File: src/rtl/u16u8_pkg.sv
// Shared types, constants and the UTF-8 encode function for the UTF-16LE to UTF-8 transcoder.
`default_nettype none

package u16u8_pkg;

  localparam int MAX_BYTES = 6;   // held 3-byte form plus up to 3 bytes of the new unit
  localparam int CNT_W     = 3;
  localparam int Q_DEPTH   = 2;

  localparam logic [15:0] HI_SURR_LO = 16'hd800;
  localparam logic [15:0] HI_SURR_HI = 16'hdbff;
  localparam logic [15:0] LO_SURR_LO = 16'hdc00;
  localparam logic [15:0] LO_SURR_HI = 16'hdfff;
  localparam logic [20:0] SUPP_BASE  = 21'h10000;

  localparam logic [20:0] MAX_ONE    = 21'h7f;
  localparam logic [20:0] MAX_TWO    = 21'h7ff;
  localparam logic [20:0] MAX_THREE  = 21'hffff;

  localparam logic [7:0]  LEAD_TWO   = 8'hc0;
  localparam logic [7:0]  LEAD_THREE = 8'he0;
  localparam logic [7:0]  LEAD_FOUR  = 8'hf0;
  localparam logic [7:0]  CONT_MARK  = 8'h80;
  localparam logic [7:0]  CONT_MASK  = 8'h3f;

  // up to four bytes of one code point
  typedef struct packed {
    logic [3:0][7:0]   bytes;
    logic [CNT_W-1:0]  count;
  } enc_t;

  // one queued job: the bytes caused by one accepted code unit
  typedef struct packed {
    logic [MAX_BYTES-1:0][7:0] bytes;
    logic [CNT_W-1:0]          count;   // 1..MAX_BYTES
    logic                      marker;  // bare end marker, no data byte
    logic                      ends;    // last byte closes the string
  } job_t;

  function automatic logic [7:0] cont_byte(input logic [5:0] bits);
    cont_byte = CONT_MARK | ({2'b00, bits} & CONT_MASK);
  endfunction

  function automatic enc_t utf8_encode(input logic [20:0] cp);
    enc_t e;
    e = '0;
    if (cp <= MAX_ONE) begin
      e.bytes[0] = cp[7:0];
      e.count    = CNT_W'(1);
    end else if (cp <= MAX_TWO) begin
      e.bytes[0] = LEAD_TWO | {3'b000, cp[10:6]};
      e.bytes[1] = cont_byte(cp[5:0]);
      e.count    = CNT_W'(2);
    end else if (cp <= MAX_THREE) begin
      e.bytes[0] = LEAD_THREE | {4'b0000, cp[15:12]};
      e.bytes[1] = cont_byte(cp[11:6]);
      e.bytes[2] = cont_byte(cp[5:0]);
      e.count    = CNT_W'(3);
    end else begin
      e.bytes[0] = LEAD_FOUR | {5'b00000, cp[20:18]};
      e.bytes[1] = cont_byte(cp[17:12]);
      e.bytes[2] = cont_byte(cp[11:6]);
      e.bytes[3] = cont_byte(cp[5:0]);
      e.count    = CNT_W'(4);
    end
    return e;
  endfunction

endpackage

`default_nettype wire

File: src/rtl/u16u8_front.sv
// Front end: takes code units, tracks surrogate and discard state, builds byte jobs.
`default_nettype none

module u16u8_front
  import u16u8_pkg::*;
(
  input  wire logic        clk,
  input  wire logic        rst,
  input  wire logic        accept,
  input  wire logic [15:0] code_unit,
  input  wire logic        last_unit,
  output      logic        job_push,
  output      job_t        job
);

  logic [9:0] held_bits, held_bits_next;
  logic       held_valid, held_valid_next;
  logic       discarding, discarding_next;

  logic is_low, is_high, is_zero;
  enc_t enc_pair, enc_held, enc_unit;

  assign is_low  = (code_unit >= LO_SURR_LO) && (code_unit <= LO_SURR_HI);
  assign is_high = (code_unit >= HI_SURR_LO) && (code_unit <= HI_SURR_HI);
  assign is_zero = (code_unit == 16'h0000);

  assign enc_pair = utf8_encode(SUPP_BASE + {1'b0, held_bits, code_unit[9:0]});
  assign enc_held = utf8_encode({5'b00000, HI_SURR_LO[15:10], held_bits});
  assign enc_unit = utf8_encode({5'b00000, code_unit});

  always_comb begin
    held_bits_next  = held_bits;
    held_valid_next = held_valid;
    discarding_next = discarding;
    job             = '0;
    job_push        = 1'b0;
    if (accept) begin
      if (discarding) begin
        if (last_unit) begin
          discarding_next = 1'b0;
        end
      end else if (held_valid && is_low) begin
        // surrogate pair -> 4 bytes
        held_valid_next = 1'b0;
        held_bits_next  = '0;
        job.bytes[3:0]  = enc_pair.bytes;
        job.count       = enc_pair.count;
        job.ends        = last_unit;
        job_push        = 1'b1;
      end else begin
        held_valid_next = 1'b0;
        held_bits_next  = '0;
        if (held_valid) begin
          job.bytes[2:0] = enc_held.bytes[2:0];
          job.count      = enc_held.count;
        end
        if (is_zero) begin
          job.ends        = 1'b1;
          discarding_next = !last_unit;
          if (!held_valid) begin
            job.marker = 1'b1;
            job.count  = CNT_W'(1);
          end
          job_push = 1'b1;
        end else if (is_high && !last_unit) begin
          held_bits_next  = code_unit[9:0];
          held_valid_next = 1'b1;
          job_push        = held_valid;
        end else begin
          job.ends = last_unit;
          if (held_valid) begin
            job.bytes[5:3] = enc_unit.bytes[2:0];
            job.count      = enc_held.count + enc_unit.count;
          end else begin
            job.bytes[3:0] = enc_unit.bytes;
            job.count      = enc_unit.count;
          end
          job_push = 1'b1;
        end
      end
    end
  end

  always_ff @(posedge clk) begin
    if (rst) begin
      held_bits  <= '0;
      held_valid <= 1'b0;
      discarding <= 1'b0;
    end else begin
      held_bits  <= held_bits_next;
      held_valid <= held_valid_next;
      discarding <= discarding_next;
    end
  end

endmodule

`default_nettype wire

File: src/rtl/u16u8_queue.sv
// Short job queue between the front end and the byte emitter.
`default_nettype none

module u16u8_queue
  import u16u8_pkg::*;
#(
  parameter int DEPTH = Q_DEPTH
) (
  input  wire logic clk,
  input  wire logic rst,
  input  wire logic push,
  input  wire job_t wr_job,
  output      logic full,
  input  wire logic pop,
  output      job_t rd_job,
  output      logic empty
);

  localparam int PTR_W = (DEPTH > 1) ? $clog2(DEPTH) : 1;
  localparam int CNT_QW = $clog2(DEPTH + 1);
  localparam logic [PTR_W-1:0] LAST_PTR = PTR_W'(DEPTH - 1);

  job_t              slots [DEPTH];
  logic [PTR_W-1:0]  wr_ptr, rd_ptr;
  logic [CNT_QW-1:0] fill;

  assign full   = (fill == CNT_QW'(DEPTH));
  assign empty  = (fill == '0);
  assign rd_job = slots[rd_ptr];

  always_ff @(posedge clk) begin
    if (push) begin
      slots[wr_ptr] <= wr_job;
    end
  end

  always_ff @(posedge clk) begin
    if (rst) begin
      wr_ptr <= '0;
      rd_ptr <= '0;
      fill   <= '0;
    end else begin
      if (push) begin
        wr_ptr <= (wr_ptr == LAST_PTR) ? '0 : wr_ptr + PTR_W'(1);
      end
      if (pop) begin
        rd_ptr <= (rd_ptr == LAST_PTR) ? '0 : rd_ptr + PTR_W'(1);
      end
      if (push && !pop) begin
        fill <= fill + CNT_QW'(1);
      end else if (pop && !push) begin
        fill <= fill - CNT_QW'(1);
      end
    end
  end

endmodule

`default_nettype wire

File: src/rtl/u16u8_back.sv
// Back end: walks the head job one byte per cycle into the result register, while that register is free or popped.
`default_nettype none

module u16u8_back
  import u16u8_pkg::*;
(
  input  wire logic       clk,
  input  wire logic       rst,
  input  wire logic       q_empty,
  input  wire job_t       q_job,
  output      logic       q_pop,
  input  wire logic       pop,
  output      logic       empty,
  output      logic [7:0] out_byte,
  output      logic       byte_valid,
  output      logic       run_last,
  output      logic       string_end
);

  logic [CNT_W-1:0] idx;
  logic             res_valid;
  logic             load, at_last;

  assign load    = !q_empty && (!res_valid || pop);
  assign at_last = (idx == q_job.count - CNT_W'(1));
  assign q_pop   = load && at_last;
  assign empty   = !res_valid;

  always_ff @(posedge clk) begin
    if (rst) begin
      idx       <= '0;
      res_valid <= 1'b0;
    end else begin
      if (load) begin
        res_valid <= 1'b1;
        idx       <= at_last ? '0 : idx + CNT_W'(1);
      end else if (pop) begin
        res_valid <= 1'b0;
      end
    end
  end

  always_ff @(posedge clk) begin
    if (load) begin
      out_byte   <= q_job.marker ? 8'h00 : q_job.bytes[idx];
      byte_valid <= !q_job.marker;
      run_last   <= at_last;
      string_end <= at_last && q_job.ends;
    end
  end

endmodule

`default_nettype wire

File: src/rtl/utf16le_to_utf8_transcoder_core.sv
// Top level of the UTF-16LE to UTF-8 transcoder: front end, job queue, byte emitter.
`default_nettype none

// Channel  | Handshake          | Payload
// ---------+--------------------+-----------------------------------------------
// input    | push / full        | code_unit[15:0], last_unit
// result   | empty / pop        | out_byte[7:0], byte_valid, run_last, string_end
//
// An input transaction is classified in the cycle it is accepted and turned into a job
// of 1..6 bytes, or none when a high surrogate is held or a unit is dropped. With the
// emitter free, the job is written to the queue and its first byte is then registered
// into the result register; then one byte per cycle while the result side pops, up to
// 6 for a broken pair plus a 3-byte unit. Reset (rst, synchronous) clears the
// surrogate/discard state, queue and result register; a full two-job queue holds input.
module utf16le_to_utf8_transcoder_core
  import u16u8_pkg::*;
#(
  parameter int QDEPTH = Q_DEPTH
) (
  input  wire logic        clk,
  input  wire logic        rst,
  // input queue side
  input  wire logic        push,
  output      logic        full,
  input  wire logic [15:0] code_unit,
  input  wire logic        last_unit,
  // result queue side
  input  wire logic        pop,
  output      logic        empty,
  output      logic [7:0]  out_byte,
  output      logic        byte_valid,
  output      logic        run_last,
  output      logic        string_end
);

  logic accept;
  logic job_push;
  job_t job_in;
  job_t job_head;
  logic q_full, q_empty, q_pop;

  // a transaction is taken whenever the queue has room
  assign full   = q_full;
  assign accept = push && !q_full;

  // classify the unit, hold high surrogates, drop units after a zero unit
  u16u8_front u_front (
    .clk       (clk),
    .rst       (rst),
    .accept    (accept),
    .code_unit (code_unit),
    .last_unit (last_unit),
    .job_push  (job_push),
    .job       (job_in)
  );

  // decouples classification from byte emission
  u16u8_queue #(
    .DEPTH (QDEPTH)
  ) u_queue (
    .clk    (clk),
    .rst    (rst),
    .push   (job_push),
    .wr_job (job_in),
    .full   (q_full),
    .pop    (q_pop),
    .rd_job (job_head),
    .empty  (q_empty)
  );

  // one byte per cycle into the registered result, while it is free or popped
  u16u8_back u_back (
    .clk        (clk),
    .rst        (rst),
    .q_empty    (q_empty),
    .q_job      (job_head),
    .q_pop      (q_pop),
    .pop        (pop),
    .empty      (empty),
    .out_byte   (out_byte),
    .byte_valid (byte_valid),
    .run_last   (run_last),
    .string_end (string_end)
  );

endmodule

`default_nettype wire

File: config.mk
export PLATFORM = sky130hd
export DESIGN_NAME = utf16le_to_utf8_transcoder_core
export DESIGN_NICKNAME = d
export VERILOG_FILES = /design/src/rtl/u16u8_pkg.sv /design/src/rtl/u16u8_front.sv /design/src/rtl/u16u8_queue.sv /design/src/rtl/u16u8_back.sv /design/src/rtl/utf16le_to_utf8_transcoder_core.sv
export SDC_FILE = /design/constraint.sdc
export NUM_CORES = 1
export LEC_CHECK = 0
export BUFFER_PORTS_ARGS = -buffer_cell sky130_fd_sc_hd__buf_2
export CORE_UTILIZATION = 40
export DETAILED_ROUTE_END_ITERATION = 10
export GPL_ROUTABILITY_DRIVEN = 1
export PLACE_DENSITY_LB_ADDON = 0.12
export SLEW_MARGIN = 0
export SYNTH_ARGS = -nofsm -noshare
export SYNTH_HDL_FRONTEND = slang
export SYNTH_SLANG_ARGS = --single-unit
File: constraint.sdc
create_clock -name clk -period 6.25 [get_ports clk]
set_input_delay 0.625 -clock clk [delete_from_list [all_inputs] [get_ports clk]]
set_output_delay 0.625 -clock clk [all_outputs]
set_load 0.02 [all_outputs]
==> impl_results.md, run 1 <==
* YS warnings at 0
* Final ANT Viol Nets at 0
* Die Wd at 130 um
* Largest net degree at the start of global routing at 50
* Overall routing resource usage at 0.220
* Total wire length at between 15 and 20 mm
* Final setup TNS at 0 ps
* Slew Viols, Final at 0
* Hold Fails Final Rpt at 0
* Critical path type: reg -> reg
* CP delay by family, top: flip-flops
* Worst EP required at about 6400 ps
* FFs w/ async S/R, synth at 0
* Leak pwr at roughly 0.0026 uW
* Crit. End Element: flip-flop
* CP Depth at 4
* Actual slew at the worst max-slew pin at ~1000 ps
* Top_reg_cell synth: edfxtp_1
* Fin nets at 614
* Initial antenna violation count at 0
* Clock Latency Late Sink at about 420 ps
* FF-to-FF path depth at 4
* DR WL met3 at 1.18 mm
* VDD IR max at between 200 and 250 uV
* Synth cell types at 60
* Critical path startpoint category: flip-flop
* P&R area growth vs syn at 14.6%
* Reg-to-reg endpoint: u_queue.slots[1][23]
* CTS tree: yes
* Post-CTS Setup Bufs at 0
* Register area share after synthesis at 0.561
* GR Overflow Total at 0
* Routed len/inst at about 21 um
* Cell taking the most area after synthesis: edfxtp_1
* Rel. slew slack at 0.317
* DP HPWL at about 12 mm
* 1st-iter DRT viols at approximately 590
* RSZ-0062 raised after global routing: false
* Skew final at around 9.4 ps
* Count of final setup violators at 0
* Clock transition at the registers of the reported paths at ~60 ps
* Max Root-Sink Buffers at 2
* Seq cells post-synth at 130
* Max layer used: met4
* CP Buf/Inv Count at 1
* Diode count at 0
* Die area at 17000 um^2
* Vias per inst at between 5 and 6
* CTS Hold Bufs at 0
* Reg2reg start: u_front.held_valid
* PwrDens at 385 nW/um^2
* Post-synth EDFFs at roughly 110
* Post-Synthesis Net Count at approximately 590
* Reg area at about 3700 um^2
* Vias in the first global route at roughly 4500
* Run status: finished, final reports clean
* Mapped Cells at roughly 570
* DRC viols at 0
* Gpl congestion at ~0.91
* Fin util at 0.471
* Final min period at 3570 ps
* Placed cells at just under 800
* Num rows at 46
* Crit path launch: u_front.held_valid
* Num ports at 34
* Worst path max stage delay at 950 ps
* Core Region at roughly 16000 um^2
* CTS H-tree lvls at 4
* R2r setup slk at 2680 ps
* Final Non-Filler Cells at between 800 and 900
* Share of the synthesized area in the top cell type at 0.497
* WL met1 at between 7 and 8 mm
* First-pass GRT wire length at roughly 27 mm
* Slowest CP cell: dfxtp_1
* Cells along the critical path: clkinv_1 > or4_1 > o21ai_1 > a2111oi_0
* Fraction of layout cells with a size suffix above 1 at 0.182
* Fillers at around 1500
* CP max FO at 29
* Initial core utilization at 0.411
* Min-delay worst type: in -> reg
* Multi-input logic area at 2680 um^2
* Area contributors post-synth: edfxtp_1 50%, mux4_2 7.2%, dfxtp_1 6.4%
* IO buf count at 33
* Mapped Area at roughly 6600 um^2
* Resized Gates After CTS at 0
* Drt first pass iters at 7
* Max-cap viol count at 0
* Synth Area per Inst at 11.6 um^2
* Die height at ~130 um
* CTS buffer count at 17
* Crit path arrival time at 3680 ps
* Setup crit end: u_queue.slots[1][23]
* Period utilization at 0.571
* Root buf cell: clkbuf_16
* Fmax at 280 MHz
* Routed vias at between 4000 and 5000
* Wire length on met2 at between 7 and 8 mm
* WHS at ~440 ps
* Sink Count at 130
## registers in the layout, summed over array words and instances, names as in the netlist, 2 cells and up, named ones only
name and count:
u_queue.fill 2, u_back.out_byte 8, u_queue.slots 98, u_front.held_bits 10
u_back.idx 3
## per-layer routing
metal | up-vias | global-route usage
li1 | 2219 | -
met1 | 2328 | 0.314
met2 | 194 | 0.326
met3 | 28 | 0.0521
met4 | 0 | 0.0793
met5 | - | 0
## how the worst min path moves through the flow
stage	startpoint	endpoint	slack [ps]	cells past startpoint
final	push	u_front.discarding	440	2
after global routing	push	u_front.discarding	440	2
after CTS	push	u_front.discarding	420	2
after detailed placement	u_back.res_valid	u_back.res_valid	490	2
after global placement	u_back.res_valid	u_back.res_valid	480	2
after floorplan	u_back.res_valid	u_back.res_valid	460	2
## worst register-to-register path: stages (launching register included)
cell and delay (ps):
dfxtp_1 950, clkinv_1 480, or4_1 930, o21ai_1 650, a2111oi_0 240
## placed cells by master (no fill, tap or decap), types with 16 or more instances in the layout
master and instances:
clkbuf_16 17, and2_1 16, buf_2 33, mux4_2 21, dfxtp_1 20, a21oi_1 49
nand3_1 25, mux2i_1 19, nand2_1 47, edfxtp_1 109, nor2_1 44
## cell type report
cell class / count / share of cell area
Clock buffer: 18 / 0.0569
Tap cell: 216 / 0.0358
Sequential cell: 130 / 0.490
Multi-Input combinational cell: 382 / 0.355
Timing Repair Buffer: 41 / 0.0299
Inverter: 16 / 0.00796
Clock inverter: 13 / 0.0242
## per-stage QoR
stage	setup WS, ps	power [uW]	instance area, um^2
after global placement	2770	1890	6930
after detailed placement	2690	1900	6930
after CTS	2650	2930	7540
after floorplan	2200	1700	6580
after global routing	2380	3040	7540
final	2680	2900	7540
## synth_stat cells (all sizes together), types with 7 or more instances
cell      n
a211oi    7
a21oi    49
a31oi     7
and2     17
buf      13
clkbuf   27
dfxtp    21
edfxtp  109
inv      15
mux2i    19
mux4     21
nand2    47
nand3    25
nor2     44
nor3     14
nor4      7
o211ai    8
o21ai    13
o22ai    14
## report_power, final
group | total [uW] | switching (uW) | leakage, uW | internal, uW
Sequential | 1220 | 80.3 | 0.00122 | 1140
Clock | 1030 | 362 | 0.000301 | 665
Combinational | 649 | 385 | 0.00107 | 264
## kinds of logic after synthesis
logic type / after synthesis / synth area share
muxes: 41 / 0.102
DFF: 130 / 0.561
xor gates and xnor gates: 10 / 0.0133
AOI/OAI and AO/OA: 138 / 0.135
and+or+nand+nor: 188 / 0.144
adders and majority gates: 5 / 0.00951
buffers and inverters: 56 / 0.0338
No activity file was read; power rests on OpenSTA's default activity.
==> run 2: changes to the inputs <==
--- a/config.mk
+++ b/config.mk
@@ -5,6 +5,7 @@
 export SDC_FILE = /design/constraint.sdc
 export NUM_CORES = 1
 export LEC_CHECK = 0
+export ABC_AREA = 1
 export BUFFER_PORTS_ARGS = -buffer_cell sky130_fd_sc_hd__buf_2
 export CORE_UTILIZATION = 40
 export DETAILED_ROUTE_END_ITERATION = 10
==> constraint.sdc (replaced) <==
create_clock -name clk -period 3.1 [get_ports clk]
set_input_delay 0.31 -clock clk [delete_from_list [all_inputs] [get_ports clk]]
set_output_delay 0.31 -clock clk [all_outputs]
set_load 0.02 [all_outputs]
==> impl_results.md, run 2 <==
* Design Area, Final at 7830 um^2 (+3.8%)
* Slowest CP cell: dfxtp_1
* Hold Fails Final Rpt at 0 (unchanged)
* Final ANT Viol Nets at 0 (unchanged)
* Die height at 133 um (+2.1%)
* Power Internal at 3890 uW (+88%)
* Gpl congestion at 0.964 (+6.4%)
* Final Non-Filler Cells at 1067 (+31%)
* YS warnings at 0 (unchanged)
* CTS H-tree lvls at 4 (unchanged)
* Final setup TNS at 0 ps (unchanged)
* Clock transition at the registers of the reported paths at 60 ps (about the same)
* Actual slew at the worst max-slew pin at 685 ps (-339 ps)
* Slew Viols, Final at 0 (unchanged)
* Fin util at 0.470 (-0.00104)
* WHS at 203 ps (-236 ps)
* Vias per inst at 5.58 (-4.6%)
* Crit path arrival time at 2940 ps (-740 ps)
* Largest net degree at the start of global routing at 51 (+2.0%)
* Die Wd at 133 um (+2.1%)
* Skew final at 10.7 ps (+1.25 ps)
* IO buf count at 33 (unchanged)
* Cell taking the most area after synthesis: edfxtp_1
* DP HPWL at 14.9 mm (+24%)
* Mapped Cells at 798 (+40%)
* PwrDens at 763 nW/um^2 (+98%)
* Seq pwr share at 0.414 (-0.008)
* Critical path startpoint category: flip-flop
* FFs w/ async S/R, synth at 0 (unchanged)
* Post-synth EDFFs at 109 (unchanged)
* Top Registers: u_queue.slots (98), u_front.held_bits (10), u_back.out_byte (8)
* Vias in the first global route at 5636 (+25%)
* Cells along the critical path: mux2i_1 > ha_1 > xnor2_1 > xor2_1 > inv_1 > nor2_1 > nand2_1 > ha_1 > a21oi_1 > o21ai_0 > o21ai_0 > a21oi_1
* Most instantiated library cell after synthesis: nand2_1
* Rel. slew slack at 0.543 (+0.226)
* Crit. End Element: flip-flop
* Clock share of power at 0.295 (-0.059)
* Placed cells at 1035 (+32%)
* Most flops, register: u_queue.slots
* Switching share of power at 0.349 (+0.0633)
* VDD IR max at 411 uV (+96%)
* Core Region at 16600 um^2 (+4.0%)
* Overall routing resource usage at 0.248 (+0.0283)
* Period utilization at 0.848 (+0.277)
* Seq cells post-synth at 130 (unchanged)
* Drt first pass iters at 6 (-1)
* Top_reg_cell synth: edfxtp_1
* P&R area growth vs syn at 14.0%
* GR Overflow Total at 0 (unchanged)
* CTS tree: yes
* Area contributors post-synth: edfxtp_1 48%, nand2_1 9.1%, nor2_1 6.2%
* Run status: finished, final reports clean
* Total wire length at 20.8 mm (+19%)
* Min-delay worst type: in -> reg
* Clock Latency Late Sink at 420 ps (about the same)
* Fin nets at 860 (+40%)
* Initial antenna violation count at 0 (unchanged)
* Routed vias at 5950 (+25%)
* Register area share after synthesis at 0.538 (-0.0231)
* Synth cell types at 39 (-35%)
* Mapped Area at 6860 um^2 (+4.3%)
* Combinational Power Share at 0.291 (+0.067)
* Share of the synthesized area in the top cell type at 0.477 (-0.0205)
* Post-CTS Setup Bufs at 0 (unchanged)
* Initial core utilization at 0.412 (+0.00113)
* Most frequent cells after synthesis: 167 x nand2_1, 113 x nor2_1, 109 x edfxtp_1, 73 x o21ai_0, 67 x inv_1
* CTS Hold Bufs at 0 (unchanged)
* DRC viols at 0 (unchanged)
* Num ports at 34 (unchanged)
* Num rows at 47 (+2.2%)
* Placed cell areas at 7310 um^2 (+5.4%)
* Final min period at 2630 ps (-940 ps)
* First-pass GRT wire length at 32.7 mm (+22%)
* Synth Area per Inst at 8.60 um^2 (-26%)
* Critical path type: reg -> reg
* Sink Count at 130 (unchanged)
* RSZ-0062 raised after global routing: false
* Max Root-Sink Buffers at 2 (unchanged)
* Most frequent cells in the layout: 167 x nand2_1, 111 x nor2_1, 109 x edfxtp_1
* Diode count at 0 (unchanged)
* Resized Gates After CTS at 0 (unchanged)
* Post-Synthesis Net Count at 824 (+39%)
* Fmax at 380 MHz (+36%)
* Count of final setup violators at 0 (unchanged)
* Commonest non-fill, non-tap cell in the layout: nand2_1
* CP max FO at 6 (-79%)
* Max FFs per register at 98 (unchanged)
* Worst EP required at 3410 ps (-2950 ps)
* Die area at 17700 um^2 (+4.2%)
* 1st-iter DRT viols at 571 (-2.6%)
* Root buf cell: clkbuf_16
* Fraction of layout cells with a size suffix above 1 at 0.135 (-0.0471)
* Leak pwr at 0.00310 uW (+20%)
* Routed len/inst at 19.5 um (-8.7%)
* Worst path max stage delay at 440 ps (-510 ps)
* Sw power at 2080 uW (+150%)
* Max-cap viol count at 0 (unchanged)
* CTS buffer count at 17 (unchanged)
## run 2: worst paths after layout
path                   from               end  slack (ps)  cells past startpoint
min                     pop  u_back.res_valid         200                      4
min reg2reg  u_queue.rd_ptr    u_queue.rd_ptr         480                      2
max reg2reg       flip-flop   u_queue.fill[1]         470                     12
max               flip-flop   u_queue.fill[1]         470                     12
## run 2: routing by layer
layer  track usage  share of wire  wire (um)
met5             0              0          0
met4        0.0907          0.021        427
met3        0.0552          0.070       1450
met2         0.374           0.45       9300
met1         0.349           0.46       9600
## run 2: power by group through the flow
| stage | sequential (uW) | combinational [uW] | clock [uW] |
|---|---|---|---|
| after floorplan | 2600 | 1040 | 0 |
| after global placement | 2510 | 1720 | 0 |
| after detailed placement | 2510 | 1740 | 0 |
| after CTS | 2470 | 1750 | 1790 |
| after global routing | 2510 | 1940 | 1880 |
| final | 2470 | 1740 | 1760 |
## run 2: worst max-delay path, delay by kind of cell (launching register included)
family                   cells  cell delay, ps
multiplexers                 1             350
AO/OA/AOI/OAI                4             430
flip-flops                   1             440
buffers and inverters        1              60
adder cells (fa/ha/maj)      2             560
XOR/XNOR                     2             290
AND/OR/NAND/NOR              2             390
## run 2: kinds of logic (layout without fill, tap and decap cells)
group,count (synthesis),count (layout),share of synthesized area
AND/OR/NAND/NOR,382,382,0.244
AO/OA/AOI/OAI,162,162,0.133
flip-flops,130,130,0.538
buffers and inverters,111,160,0.0649
adder cells (fa/ha/maj),5,5,0.00912
XOR/XNOR,5,5,0.00638
multiplexers,3,3,0.00438
## run 2: area by class of cell
cell class	count	area [um^2]
fill	1597	8820
sequential	130	3690
multi-input combinational	557	2740
clock buffer	19	433
timing repair buffer	50	305
inverter	78	293
tap	220	275
clock inverter	13	87.6
## run 2: metrics by stage
stage	worst slack, ps	total power, uW
2_1_floorplan	330	3640
3_3_place_gp	246	4230
3_5_place_dp	318	4250
4_1_cts	487	6020
5_1_grt	169	6330
6_report	472	5970
==> run 3: changes to the inputs <==
==> constraint.sdc (replaced) <==
create_clock -name clk -period 2.8 [get_ports clk]
set_input_delay 0.28 -clock clk [delete_from_list [all_inputs] [get_ports clk]]
set_output_delay 0.28 -clock clk [all_outputs]
set_load 0.02 [all_outputs]
==> impl_results.md, run 3 (synthesis results as in run 2) <==
* Run status: finished, final reports clean
* Routed vias at 5889 (-1.0%)
* Crit path arrival time at 2810 ps (-130 ps)
* Fraction of layout cells with a size suffix above 1 at 0.145 (+0.00994)
* RSZ-0062 raised after global routing: false
* Reg area at 3690 um^2 (about the same)
* Num rows at 47 (unchanged)
* Max FFs per register at 98 (unchanged)
* Clock Latency Late Sink at 420 ps (about the same)
* Largest net degree at the start of global routing at 50 (-2.0%)
* Final min period at 2580 ps (-52.4 ps)
* Fillers at 1591 (-0.38%)
* CP delay by family, top: simple AND/OR/NAND/NOR gates
* CTS H-tree lvls at 4 (unchanged)
* Total wire length at 20.9 mm (+0.34%)
* Initial core utilization at 0.412 (unchanged)
* Pwr Total at 6980 uW (+17%)
* Min-delay worst type: in -> reg
* Critical path startpoint category: flip-flop
* Fmax at 388 MHz (+2.0%)
* Skew final at 5.83 ps (-4.85 ps)
* Crit. End Element: flip-flop
* Most frequent cells in the layout: 167 x nand2_1, 111 x nor2_1, 109 x edfxtp_1
* Num ports at 34 (unchanged)
* Power Internal at 4600 uW (+18%)
* DP HPWL at 14.8 mm (-0.71%)
* Die Wd at 133 um (unchanged)
* CP Buf/Inv Count at 2 (+1)
* Most flops, register: u_queue.slots
* Switching share of power at 0.341 (-0.00741)
* Critical path type: reg -> reg
* Drt first pass iters at 5 (-1)
* Vias in the first global route at 5838 (+3.6%)
* Gpl congestion at 0.910 (-5.6%)
* Vias per inst at 5.50 (-1.4%)
* DRC viols at 0 (unchanged)
* 1st-iter DRT viols at 538 (-5.8%)
* Die height at 133 um (unchanged)
* Post-CTS Setup Bufs at 0 (unchanged)
* GR Overflow Total at 0 (unchanged)
* Initial antenna violation count at 1 (+1)
* Commonest non-fill, non-tap cell in the layout: nand2_1
* Combinational Power Share at 0.280 (-0.011)
* Period utilization at 0.920 (+0.0721)
* Count of final setup violators at 0 (unchanged)
* Multi-input logic area at 2740 um^2 (+0.14%)
* Sink Count at 130 (unchanged)
* Top Registers: u_queue.slots (98), u_front.held_bits (10), u_back.out_byte (8)
* Rel. slew slack at 0.478 (-0.0650)
* Slowest CP cell: dfxtp_1
* Sw power at 2380 uW (+14%)
* Overall routing resource usage at 0.246 (-0.00231)
* Worst EP required at 3030 ps (-380 ps)
* PwrDens at 879 nW/um^2 (+15%)
* Hold Fails Final Rpt at 0 (unchanged)
* P&R area growth vs syn at 15.8%
* CTS tree: yes
* Diode count at 0 (unchanged)
* Fin nets at 864 (+0.47%)
* Final setup TNS at 0 ps (unchanged)
* Clock share of power at 0.327 (+0.032)
* Routed len/inst at 19.5 um (about the same)
* Fin util at 0.478 (+0.00729)
* Cells along the critical path: ha_1 > nand3_1 > nand2_1 > inv_1 > nand3_2 > nor2_1 > nand2_2 > nand2_4 > nor2_4 > inv_1 > nand2_1 > o21ai_0 > nor2_1
* Leak pwr at 0.00315 uW (+1.7%)
* Core Region at 16600 um^2 (unchanged)
* Max Root-Sink Buffers at 2 (unchanged)
* Final ANT Viol Nets at 0 (unchanged)
* Slew Viols, Final at 0 (unchanged)
* Max-cap viol count at 0 (unchanged)
* Worst path max stage delay at 570 ps (+130 ps)
* First-pass GRT wire length at 32.6 mm (-0.19%)
* Root buf cell: clkbuf_16
* CP max FO at 13 (+7)
* VDD IR max at 602 uV (+46%)
* Clock transition at the registers of the reported paths at 60 ps (about the same)
* Actual slew at the worst max-slew pin at 781 ps (+95.6 ps)
* CTS buffer count at 17 (unchanged)
* IO buf count at 33 (unchanged)
* Die area at 17700 um^2 (unchanged)
* Seq pwr share at 0.393 (-0.021)
[run 3: worst paths after layout]
check,start,cells past startpoint,slack (ps),endpoint
setup / recovery,u_front.held_bits[6],13,220,u_queue.slots[0][9]
hold / removal,pop,4,190,u_back.res_valid
setup reg to reg,u_front.held_bits[6],13,220,u_queue.slots[0][9]
hold reg to reg,u_queue.rd_ptr,2,490,u_queue.rd_ptr
[run 3: area by class of cell]
cell class | instances | area share
well taps | 220 | 0.0346
clock buffers | 17 | 0.0535
clock inverters | 15 | 0.0228
repair buffers | 54 | 0.0422
multi-input cells | 557 | 0.345
flip-flops and latches | 130 | 0.465
inverters | 78 | 0.0368
[run 3: through the flow]
step                hold WS, ps  instances  setup slack [ps]  cell area (um^2)
floorplan                   349        798              30.0              6870
global placement            455       1039               196              7340
detailed placement          477       1039               134              7340
CTS                         171       1071               122              7940
global route                199       1071              8.70              7950
finish                      186       1071               224              7950
[run 3: timing repair]
item	in CTS	in global routing
resized for setup	0	2
endpoints found under the setup margin	0	1
hold buffers	0	0
[run 3: routing by layer]
layer	vias up	wire length, um	global-route usage
met1	2810	9690	0.346
met5	-	17	0
met2	206	9440	0.376
met4	2	573	0.0996
li1	2832	-	-
met3	39	1130	0.0414
[run 3: power groups by stage]
stage | Clock [uW] | Combinational, uW | Sequential [uW]
CTS | 2310 | 1960 | 2750
finish | 2280 | 1950 | 2750
global route | 2390 | 2160 | 2780
global placement | 0 | 1900 | 2780
floorplan | 0 | 1150 | 2870
detailed placement | 0 | 1960 | 2790
[run 3: worst reg2reg max path, stage by stage (launching register included)]
cell     delay [ps]
dfxtp_1         570
ha_1            260
nand3_1         160
nand2_1         120
inv_1            70
nand3_2          90
nor2_1           70
nand2_2          90
nand2_4         130
nor2_4          330
inv_1           110
nand2_1          80
o21ai_0          80
nor2_1          210
